File: config.mk
export PLATFORM = sky130hd
export DESIGN_NAME = chmod_spec_parser_unit
export DESIGN_NICKNAME = d
export VERILOG_FILES = /design/src/hw/rtl/cspu_pkg.sv /design/src/hw/rtl/cspu_step.sv /design/src/hw/rtl/chmod_spec_parser_unit.sv
export SDC_FILE = /design/constraint.sdc
export NUM_CORES = 1
export LEC_CHECK = 0
export BUFFER_PORTS_ARGS = -buffer_cell sky130_fd_sc_hd__buf_2
export CAP_MARGIN = 40
export CORE_UTILIZATION = 56
export CTS_CLUSTER_SIZE = 14
export DETAILED_ROUTE_END_ITERATION = 7
export PLACE_DENSITY = 0.78
export SETUP_SLACK_MARGIN = 0.5
export SYNTH_ARGS = -nofsm -noshare
export SYNTH_HDL_FRONTEND = slang
export SYNTH_HIERARCHICAL = 1
export SYNTH_SLANG_ARGS = --single-unit
File: constraint.sdc
create_clock -name clk_i -period 2.65 [get_ports clk_i]
set_clock_uncertainty 0.05 [all_clocks]
set_input_delay 0.1325 -clock clk_i [delete_from_list [all_inputs] [get_ports clk_i]]
set_output_delay 0.1325 -clock clk_i [all_outputs]
set_load 0.005 [all_outputs]
File: src/hw/rtl/cspu_pkg.sv
// Package for the chmod change-string parser: payload structs, parser state,
// character codes and the mask update helper. No dependencies.
package cspu_pkg;

  // Permission masks, octal layout sugo rwx
  localparam logic [11:0] FullMask    = 12'o7777;
  localparam logic [11:0] UgoMask     = 12'o0777;
  localparam logic [11:0] SetidSticky = 12'o7000;
  localparam logic [11:0] WhoU        = 12'o4700;
  localparam logic [11:0] WhoG        = 12'o2070;
  localparam logic [11:0] WhoO        = 12'o1007;
  localparam logic [11:0] PermR       = 12'o0444;
  localparam logic [11:0] PermW       = 12'o0222;
  localparam logic [11:0] PermX       = 12'o0111;
  localparam logic [11:0] PermS       = 12'o6000;
  localparam logic [11:0] PermT       = 12'o1000;
  localparam logic [2:0]  DigitSat    = 3'd5;

  // ASCII codes
  localparam logic [7:0] ChZero  = 8'h30;
  localparam logic [7:0] ChSeven = 8'h37;
  localparam logic [7:0] ChPlus  = 8'h2b;
  localparam logic [7:0] ChMinus = 8'h2d;
  localparam logic [7:0] ChEqual = 8'h3d;
  localparam logic [7:0] ChComma = 8'h2c;
  localparam logic [7:0] ChU     = 8'h75;
  localparam logic [7:0] ChG     = 8'h67;
  localparam logic [7:0] ChO     = 8'h6f;
  localparam logic [7:0] ChA     = 8'h61;
  localparam logic [7:0] ChR     = 8'h72;
  localparam logic [7:0] ChW     = 8'h77;
  localparam logic [7:0] ChX     = 8'h78;
  localparam logic [7:0] ChS     = 8'h73;
  localparam logic [7:0] ChT     = 8'h74;

  typedef enum logic [1:0] {
    OP_PLUS  = 2'd0,
    OP_MINUS = 2'd1,
    OP_EQUAL = 2'd2
  } op_e;

  typedef struct packed {
    logic [7:0] character;
    logic       last_char;
  } cspu_in_t;

  typedef struct packed {
    logic        valid_res;
    logic [11:0] new_bits;
    logic [11:0] change_mask;
  } cspu_out_t;

  typedef struct packed {
    logic        at_start;
    logic        octal_form;
    logic        failed;
    logic [11:0] octal_value;
    logic [2:0]  digit_count;
    logic        in_perm_phase;
    logic [11:0] who_mask;
    op_e         pending_op;
    logic [11:0] pending_bits;
    logic [11:0] acc_bits;
    logic [11:0] acc_mask;
  } cspu_state_t;

  localparam cspu_state_t StateReset = '{
    at_start: 1'b1, octal_form: 1'b0, failed: 1'b0, octal_value: 12'd0,
    digit_count: 3'd0, in_perm_phase: 1'b0, who_mask: 12'd0,
    pending_op: OP_PLUS, pending_bits: 12'd0, acc_bits: 12'd0, acc_mask: 12'd0
  };

  typedef struct packed {
    logic [11:0] bits;
    logic [11:0] mask;
  } cspu_acc_t;

  // Fold the pending operator into the accumulated bits and mask
  function automatic cspu_acc_t apply_op(op_e op, logic [11:0] pend, logic [11:0] who,
                                         logic [11:0] bits, logic [11:0] mask);
    cspu_acc_t   r;
    logic [11:0] sel;
    sel = pend & who;
    case (op)
      OP_PLUS: begin
        r.mask = mask | sel;
        r.bits = bits | sel;
      end
      OP_MINUS: begin
        r.mask = mask | sel;
        r.bits = bits & ~sel;
      end
      default: begin
        r.mask = mask | who;
        r.bits = (bits & ~who) | sel;
      end
    endcase
    return r;
  endfunction

endpackage

File: src/hw/rtl/cspu_step.sv
// Next-state and result logic for one character of a chmod change string.
// Depends on cspu_pkg.
module cspu_step (
  input  cspu_pkg::cspu_state_t state_i,
  input  cspu_pkg::cspu_in_t    char_i,
  output cspu_pkg::cspu_state_t state_o,
  output cspu_pkg::cspu_out_t   res_o
);

  cspu_pkg::cspu_state_t s;
  cspu_pkg::cspu_acc_t   acc;
  cspu_pkg::cspu_acc_t   fin;
  logic [7:0]            c;
  logic                  is_digit;
  logic                  is_op;
  cspu_pkg::op_e         op;

  assign c        = char_i.character;
  assign is_digit = (c >= cspu_pkg::ChZero) && (c <= cspu_pkg::ChSeven);
  assign is_op    = (c == cspu_pkg::ChPlus) || (c == cspu_pkg::ChMinus) ||
                    (c == cspu_pkg::ChEqual);

  // Operator decode
  always_comb begin
    case (c)
      cspu_pkg::ChMinus: op = cspu_pkg::OP_MINUS;
      cspu_pkg::ChEqual: op = cspu_pkg::OP_EQUAL;
      default:           op = cspu_pkg::OP_PLUS;
    endcase
  end

  // Pending operator folded in, used on ',' and on a chained operator
  assign acc = cspu_pkg::apply_op(state_i.pending_op, state_i.pending_bits,
                                  state_i.who_mask, state_i.acc_bits, state_i.acc_mask);

  // Per-character state update
  always_comb begin
    s = state_i;
    if (state_i.at_start) begin
      s.at_start   = 1'b0;
      s.octal_form = is_digit;
    end
    if (!state_i.failed) begin
      if (s.octal_form) begin
        if (!is_digit) begin
          s.failed = 1'b1;
        end else begin
          if (state_i.octal_value[11:9] != 3'd0) s.failed = 1'b1;
          s.octal_value = {state_i.octal_value[8:0], c[2:0]};
          if (state_i.digit_count < cspu_pkg::DigitSat) begin
            s.digit_count = state_i.digit_count + 3'd1;
          end
        end
      end else if (!state_i.in_perm_phase) begin
        case (c)
          cspu_pkg::ChU: s.who_mask = state_i.who_mask | cspu_pkg::WhoU;
          cspu_pkg::ChG: s.who_mask = state_i.who_mask | cspu_pkg::WhoG;
          cspu_pkg::ChO: s.who_mask = state_i.who_mask | cspu_pkg::WhoO;
          cspu_pkg::ChA: s.who_mask = cspu_pkg::FullMask;
          default: begin
            if (!is_op) begin
              s.failed = 1'b1;
            end else begin
              // no who letters means all
              if (state_i.who_mask == 12'd0) s.who_mask = cspu_pkg::FullMask;
              s.pending_op    = op;
              s.pending_bits  = 12'd0;
              s.in_perm_phase = 1'b1;
            end
          end
        endcase
      end else begin
        case (c)
          cspu_pkg::ChR: s.pending_bits = state_i.pending_bits | cspu_pkg::PermR;
          cspu_pkg::ChW: s.pending_bits = state_i.pending_bits | cspu_pkg::PermW;
          cspu_pkg::ChX: s.pending_bits = state_i.pending_bits | cspu_pkg::PermX;
          cspu_pkg::ChS: s.pending_bits = state_i.pending_bits | cspu_pkg::PermS;
          cspu_pkg::ChT: s.pending_bits = state_i.pending_bits | cspu_pkg::PermT;
          default: begin
            if (is_op) begin
              s.acc_bits     = acc.bits;
              s.acc_mask     = acc.mask;
              s.pending_op   = op;
              s.pending_bits = 12'd0;
            end else if (c == cspu_pkg::ChComma) begin
              s.acc_bits      = acc.bits;
              s.acc_mask      = acc.mask;
              s.who_mask      = 12'd0;
              s.pending_bits  = 12'd0;
              s.pending_op    = cspu_pkg::OP_PLUS;
              s.in_perm_phase = 1'b0;
            end else begin
              s.failed = 1'b1;
            end
          end
        endcase
      end
    end
  end

  // Closing fold for the final segment
  assign fin = cspu_pkg::apply_op(s.pending_op, s.pending_bits, s.who_mask,
                                  s.acc_bits, s.acc_mask);

  // Result on the last character; state returns to reset after it
  always_comb begin
    res_o = '0;
    if (!s.failed) begin
      if (s.octal_form) begin
        res_o.valid_res = 1'b1;
        res_o.new_bits  = s.octal_value;
        res_o.change_mask =
          ((s.digit_count >= cspu_pkg::DigitSat) ||
           ((s.octal_value & cspu_pkg::SetidSticky) != 12'd0)) ?
          cspu_pkg::FullMask : cspu_pkg::UgoMask;
      end else if (s.in_perm_phase) begin
        res_o.valid_res   = 1'b1;
        res_o.new_bits    = fin.bits;
        res_o.change_mask = fin.mask;
      end
    end
    state_o = char_i.last_char ? cspu_pkg::StateReset : s;
  end

endmodule

File: src/hw/rtl/chmod_spec_parser_unit.sv
// Top level of the chmod change-string parser: input register, parser state
// register and result register around cspu_step. Depends on cspu_pkg and cspu_step.
//
//   channel | direction | payload              | handshake
//   --------+-----------+----------------------+------------------------
//   in      | input     | cspu_pkg::cspu_in_t  | in_valid_i / in_stall_o
//   out     | output    | cspu_pkg::cspu_out_t | out_valid_o / out_stall_i
//
// One character per cycle unless the input stalls. A character is registered on
// accept and decoded in the next cycle against the parser state register; on the
// last character the result register loads from that decode once it is free to
// take it. The result register lets the next string's characters flow in while a
// result waits. Reset puts the parser at the start of a string; input stalls only
// while a last character waits on a full, stalled result register.
module chmod_spec_parser_unit (
  input  logic                clk_i,
  input  logic                rst_ni,
  input  logic                in_valid_i,
  output logic                in_stall_o,
  input  cspu_pkg::cspu_in_t  in_data_i,
  output logic                out_valid_o,
  input  logic                out_stall_i,
  output cspu_pkg::cspu_out_t out_data_o
);

  logic                  in_valid_q;
  cspu_pkg::cspu_in_t    in_q;
  cspu_pkg::cspu_state_t state_q, state_d;
  logic                  out_valid_q;
  cspu_pkg::cspu_out_t   out_q;
  cspu_pkg::cspu_out_t   res;
  logic                  out_free;
  logic                  proc;

  cspu_step u_step (
    .state_i (state_q),
    .char_i  (in_q),
    .state_o (state_d),
    .res_o   (res)
  );

  // Registered character may advance unless its result has nowhere to go
  assign out_free   = !out_valid_q || !out_stall_i;
  assign proc       = in_valid_q && (!in_q.last_char || out_free);
  assign in_stall_o = in_valid_q && !proc;

  // Input register
  always_ff @(posedge clk_i or negedge rst_ni) begin
    if (!rst_ni) begin
      in_valid_q <= 1'b0;
    end else if (in_valid_i && !in_stall_o) begin
      in_valid_q <= 1'b1;
    end else if (proc) begin
      in_valid_q <= 1'b0;
    end
  end

  always_ff @(posedge clk_i) begin
    if (in_valid_i && !in_stall_o) begin
      in_q <= in_data_i;
    end
  end

  // Parser state
  always_ff @(posedge clk_i or negedge rst_ni) begin
    if (!rst_ni) begin
      state_q <= cspu_pkg::StateReset;
    end else if (proc) begin
      state_q <= state_d;
    end
  end

  // Result register
  always_ff @(posedge clk_i or negedge rst_ni) begin
    if (!rst_ni) begin
      out_valid_q <= 1'b0;
    end else if (proc && in_q.last_char) begin
      out_valid_q <= 1'b1;
    end else if (!out_stall_i) begin
      out_valid_q <= 1'b0;
    end
  end

  always_ff @(posedge clk_i) begin
    if (proc && in_q.last_char) begin
      out_q <= res;
    end
  end

  assign out_valid_o = out_valid_q;
  assign out_data_o  = out_q;

endmodule

**Word-level counts from Yosys, hierarchy flattened**

Index checks and enable logic that the tools add are counted.

- Bits in registers: 105
- Input port bits: 13
- Output and inout port bits: 27
- Logic and storage cells: 119

- Order comparisons: 4
- Mux-type cells: 39
- Bitwise operators: 18
- Reduce and logical (&&, ||, !) cells: 23
- Eq/ne operators: 16
- $add $sub $neg: 1

Operators by type and width:

| operator | count |
|---|---|
| 2-to-1 mux 51 bit | 2 |
| bitwise OR 12 bit | 8 |
| one-hot mux 24 bit (2 select lines) | 2 |
| AND 12 bit | 6 |
| equality test 8 x 7 -> 1 bit (second input constant) | 9 |
| 2-to-1 mux 69 bit | 1 |
| 2-to-1 mux 67 bit | 1 |
| one-hot mux 12 bit (5 select lines) | 1 |
| 2-to-1 mux 27 bit | 2 |
| 2-to-1 mux 25 bit | 2 |
| 2-to-1 mux 24 bit | 2 |
| NOT 12 bit | 4 |
| one-hot mux 12 bit (4 select lines) | 1 |
| 2-to-1 mux 15 bit | 3 |
| 2-to-1 mux 38 bit | 1 |
| equality test 8 x 6 -> 1 bit (second input constant) | 4 |
| 2-to-1 mux 12 bit | 2 |
| 2-to-1 mux 1 bit | 15 |
| 2-to-1 mux 14 bit | 1 |
| 2-to-1 mux 13 bit | 1 |
| zero test 12 bit | 1 |
| nonzero test 12 bit | 1 |
| >= comparator 8 x 6 -> 1 bit (second input constant) | 1 |
| less-or-equal comparator 8 x 6 -> 1 bit (second input constant) | 1 |
| other kinds (15) | 29 |

**Logic depth before layout (Yosys ltp)**

- Depth in word-level cells: 16
- Depth in mapped cells: 10
- Depth with buffers taken out: 8

**Modules after synthesis**

Netlist, hierarchy kept.

By module, submodules not included:

| module | area each (µm²) | instances | cells each | sequential area each (µm²) |
|---|---|---|---|---|
| chmod_spec_parser_unit | 4748.3 | 1 | 436 | 2798.9 |
| cspu_step | 2371.0 | 1 | 363 | 0.0 |

**Least setup slack after synthesis**

No wires, ideal clock.

- Path type: register to register
- Start point: register in_q[0] (netlist name)
- End point: register out_q, in the netlist out_data_o[0], enable pin
- Required time: 2185 ps
- Buffers on the path: 2
- Period minus slack after synthesis: 2658 ps
- Path slack: -8 ps
- Library setup time: 415 ps
- Arrival: 2193 ps
- Cell stages (with the launch flop): 5
- Cells stage by stage: edfxtp_1 -> buf_2 -> clkbuf_1 -> nand2_1 -> a21oi_1

- Longest elaborated chain between the ends: 4

Ends and longest elaborated chain:

| what | RTL line | text |
|---|---|---|
| from (decl) | chmod_spec_parser_unit.sv:27 | `cspu_pkg::cspu_in_t in_q;` |
| from (signal assigned) | chmod_spec_parser_unit.sv:60 | `in_q <= in_data_i;` |
| zero test 1 bit | chmod_spec_parser_unit.sv:44 | `assign proc = in_valid_q && (!in_q.last_char \|\| out_free);` |
| logical OR 1 bit | chmod_spec_parser_unit.sv:44 |  |
| logical AND 1 bit | chmod_spec_parser_unit.sv:44 |  |
| logical AND 1 bit * | chmod_spec_parser_unit.sv:85 | `if (proc && in_q.last_char) begin` |
| to (signal assigned) | chmod_spec_parser_unit.sv:86 | `out_q <= res;` |
| to (decl) | chmod_spec_parser_unit.sv:30 | `cspu_pkg::cspu_out_t out_q;` |

Mark *: on every way between the ends. The rest lies on a longest branch, timed or not.
A chain may end at the register's enable or synchronous reset.

**Final worst setup path**

- Start point: register in_q[2] (netlist name)
- End point: register out_q, in the netlist out_data_o[20] (data pin)

- Longest elaborated chain between the ends: 14
- Elaborated cells on any way between the ends: 58
- Those cells by class: 2 x order compare; 14 x eq/ne; 29 x mux; 7 x bitwise; 6 x reduce/logical

Ends and longest elaborated chain:

| what | RTL line | text |
|---|---|---|
| equality test 8 x 6 -> 1 bit (on tied branches) | cspu_step.sv:20, cspu_step.sv:25 |  |
| logical OR 1 bit (2 in series) | cspu_step.sv:20 | `assign is_op = (c == cspu_pkg::ChPlus) \|\| (c == cspu_pkg::ChMinus) \|\|` |
| 2-to-1 mux 38 bit, or another cell as far along | cspu_step.sv:80 | `if (is_op) begin` |
| one-hot mux 12 bit (5 select lines), or another cell as far along | cspu_step.sv:73 | `case (c)` |
| 2-to-1 mux 27 bit | cspu_step.sv:54 | `end else if (!state_i.in_perm_phase) begin` |
| 2-to-1 mux 51 bit | cspu_step.sv:44 | `if (s.octal_form) begin` |
| 2-to-1 mux 67 bit | cspu_step.sv:43 | `if (!state_i.failed) begin` |
| AND 12 bit or NOT 12 bit (tied branches) | cspu_pkg.sv:83, cspu_pkg.sv:95 |  |
| NOT 12 bit or AND 12 bit (tied branches) | cspu_pkg.sv:91, cspu_pkg.sv:95 |  |
| AND 12 bit or bitwise OR 12 bit (tied branches) | cspu_pkg.sv:91, cspu_pkg.sv:95 |  |
| one-hot mux 24 bit (2 select lines) | cspu_pkg.sv:84 | `case (op)` |
| 2-to-1 mux 25 bit | cspu_step.sv:116 | `end else if (s.in_perm_phase) begin` |
| 2-to-1 mux 25 bit | cspu_step.sv:109 | `if (s.octal_form) begin` |

Several ways; a longest one is shown, not always the timed one.

==> results.sh <==
export IMPL_ys_warn_count=6
export IMPL_swShare_pct=28.9
export IMPL_met2_length_um=12300
export IMPL_p_seq_share_pct=47.0
export IMPL_drt_initial_drc_count=1113
export IMPL_path_clk_slew_ns=0.08
export IMPL_core_area_um2=12200
export IMPL_hold_class="in -> async"
export IMPL_avgSynthCellArea_um2=8.91
export IMPL_tritoncts="built"
export IMPL_place_inst=999
export IMPL_finalHoldViolCount=0
export IMPL_grt_pass1_vias=6910
export IMPL_synthArstFlopShare_pct=67.6
export IMPL_start_kind="flop"
export IMPL_fmax_mhz=367
export IMPL_clk_path_buf_depth=2
export IMPL_stdcell_count=1082
export IMPL_dr_total_vias=7805
export IMPL_antenna_left=0
export IMPL_die_width_um=115
export IMPL_syn_cell_area_um2=7120
export IMPL_ys_flop_type="dfrtp_1"
export IMPL_vias_per_cell=7.21
export IMPL_io_buffers=39
export IMPL_ys_types=81
export IMPL_pwr_share_comb_pct=16.2
export IMPL_wl_um=26100
export IMPL_endpoint_kind="flop"
export IMPL_yosysTopAreaCell="dfrtp_1"
export IMPL_power_density_nw_per_um2=392
export IMPL_path_class="reg -> reg"
export IMPL_yosys_area_top_type_share_pct=24.6
export IMPL_grt_usage_pct=36.9
export IMPL_critPathRequiredTime_ns=2.78
export IMPL_syn_nets=813
export IMPL_finalCritPeriodShare_pct=103
export IMPL_worst_ir_drop_vdd_v=0.000659
export IMPL_setup_viol=7
export IMPL_placed_area_um2=7810
export IMPL_r2r_start="in_q[2]$_DFFE_PP_"
export IMPL_clk_latency_ns=0.37
export IMPL_cp_max_fo=6
export IMPL_cts_sinks=105
export IMPL_grt_max_degree=139
export IMPL_violations="setup timing"
export IMPL_status="finished, violations left"
export IMPL_area_delta_synth_final_pct=35.3
export IMPL_die_area_um2=13200
export IMPL_cap_violations=0
export IMPL_p_sw_uw=1090
export IMPL_overflow=0
export IMPL_synth_area_top_cells="dfrtp_1 (25%), edfxtp_1 (14%), o211ai_1 (6.9%), nand2b_1 (6.6%), nand4_1 (6.2%)"
export IMPL_hold_slack_ns=0.178
export IMPL_h_tree_depth=3
export IMPL_routed_wl_met3_um=2820
export IMPL_worst_slack_ns=-0.0715
export IMPL_critPathArrivalTime_ns=2.85
export IMPL_rsz0062_at_grt="true"
export IMPL_io_pins=40
export IMPL_dr_pass1_iters=6
export IMPL_yosys_register_bits=105
export IMPL_p_int_uw=2690
export IMPL_route_detailed_drc=0
export IMPL_r2r_setup_slack_ns=-0.07
export IMPL_final_area_um2=9630
export IMPL_die_h_um=115
export IMPL_drt_met1_wl_um=9590
export IMPL_dp_hpwl_um=14700
export IMPL_gp_congestion=0.958
export IMPL_diodes=0
export IMPL_worst_pin_slew_ns=0.749
export IMPL_cts_root_buffer="clkbuf_16"
export IMPL_drive_gt1_share_pct=36.1
export IMPL_finalNetCount=923
export IMPL_p_leak_uw=0.00370
export IMPL_antenna_found_initial=0
export IMPL_std_cell_rows=40
export IMPL_timing_final_max_slew_violations=0
export IMPL_synth_edff_count=34
export IMPL_synth_cells=799
export IMPL_grt_pass1_wl_um=37400
export IMPL_clkPwrFrac_pct=36.8
export IMPL_wl_per_cell_um=24.1
export IMPL_r2r_end="out_data_o[20]$_DFFE_PP_"
export IMPL_start_util_pct=58.3
export IMPL_top_layer="met4"
export IMPL_min_period_ns=2.72
export IMPL_fin_util_pct=78.9
export IMPL_pre_cts_slack_ns=0.00349
export IMPL_cts_buffers=9
export IMPL_rr_worst_depth=13
export IMPL_ys_seq_area_share_pct=39.3
export IMPL_max_slew_margin_pct=50.1
power by group through the flow:
stage / sequential (uW) / clock (uW) / combinational (uW)
final: 1780 / 1390 / 613
after CTS: 1770 / 1390 / 525
after global placement: 1800 / 0 / 457
after floorplan: 1790 / 0 / 306
after detailed placement: 1800 / 0 / 471
after global routing: 1780 / 1460 / 645
cell usage after synthesis (8+ instances only):
cell and instances:
a21oi_1 20, dfrtp_1 70, and2_1 14, nor2b_1 11
a31oi_1 25, o211ai_1 65, a21o_1 9, clkbuf_1 48
nor2_1 59, nand2_1 94, o211ai_2 10, o21ai_0 8
nor3_1 11, inv_1 9, nand2b_1 75, mux2i_1 13
buf_2 17, nand4_1 71, o21a_1 10, edfxtp_1 34
worst max path at each step:
stage,from,end,cells past startpoint
finish,in_q[2]$_DFFE_PP_,out_data_o[20]$_DFFE_PP_,13
global route,in_q[3]$_DFFE_PP_,state_q[2]$_DFFE_PN0P_,12
CTS,in_q[3]$_DFFE_PP_,out_data_o[21]$_DFFE_PP_,8
detailed placement,in_q[3]$_DFFE_PP_,out_data_o[19]$_DFFE_PP_,8
global placement,in_q[3]$_DFFE_PP_,out_data_o[19]$_DFFE_PP_,8
floorplan,in_q[5]$_DFFE_PP_,out_data_o[22]$_DFFE_PP_,9
metal layers:
layer / track usage, % / up-vias
met5: 0 / -
met1: 49.2 / 3736
met2: 58.9 / 675
met4: 15.2 / 0
li1: - / 3229
met3: 7.80 / 165
metrics by stage:
step / setup TNS (ns) / power (uW)
floorplan: 0 / 2090
global placement: 0 / 2250
detailed placement: 0 / 2270
CTS: 0 / 3690
global route: -1.70 / 3880
finish: -0.205 / 3780
kinds of logic (layout without fill, tap and decap cells):
group,Yosys count,after routing,share of synthesized area [%]
xor+xnor,2,2,0.246
mux,13,13,1.83
buf+inv,84,199,5.52
fa+ha+maj,1,1,0.176
simple gates,384,384,29.9
compound gates,210,210,23.0
flops,105,105,39.3
registers in the layout (all words and copies together), names as in the netlist:
signal       flops
out_data_o      25
state_q         69
out_valid_o      1
in_valid_q       1
in_q             9
worst max-delay path, stage by stage, from the launching register on:
cell and delay, ns:
edfxtp_1 0.47, buf_4 0.18, nor4bb_4 0.15, buf_4 0.16, o31ai_4 0.34, nor3_4 0.08
buf_6 0.15, buf_6 0.11, buf_6 0.12, buf_16 0.13, nand2_4 0.07, o22ai_4 0.08
nand2b_4 0.15, a221oi_2 0.30
area by class of cell:
type / count / area, um^2
multi-input cells: 610 / 4810
flip-flops and latches: 105 / 2800
fillers: 757 / 2580
repair buffers: 173 / 1480
clock buffers: 10 / 229
well taps: 168 / 210
clock inverters: 6 / 66.3
inverters: 10 / 37.5
cells in the final DEF (no fill, tap or decap), types with 7 or more instances in the layout:
master,n
clkbuf_16,9
a21oi_2,9
or2_2,7
a31oi_4,8
mux2i_4,8
dlygate4sd3_1,11
nand2b_1,70
inv_1,9
nand2_1,88
o211ai_1,65
a31oi_1,14
a21oi_1,8
and2_1,12
nor2_2,8
buf_4,80
nand4_1,71
buf_2,38
edfxtp_1,34
buf_6,34
dfrtp_1,68
a21o_1,8
o211ai_2,10
o21a_1,9
nor2_1,49
what timing repair did:
| item | 4_1_cts | 5_1_grt |
|---|---|---|
| resized for setup | 97 | 105 |
| pin swaps | 40 | 53 |
| endpoints found under the setup margin | 83 | 91 |
| setup buffers | 31 | 23 |
| gates cloned | 2 | 0 |
| hold endpoints to repair | 64 | 0 |
| hold buffers | 11 | 0 |
No activity file was read; power rests on OpenSTA's default activity.
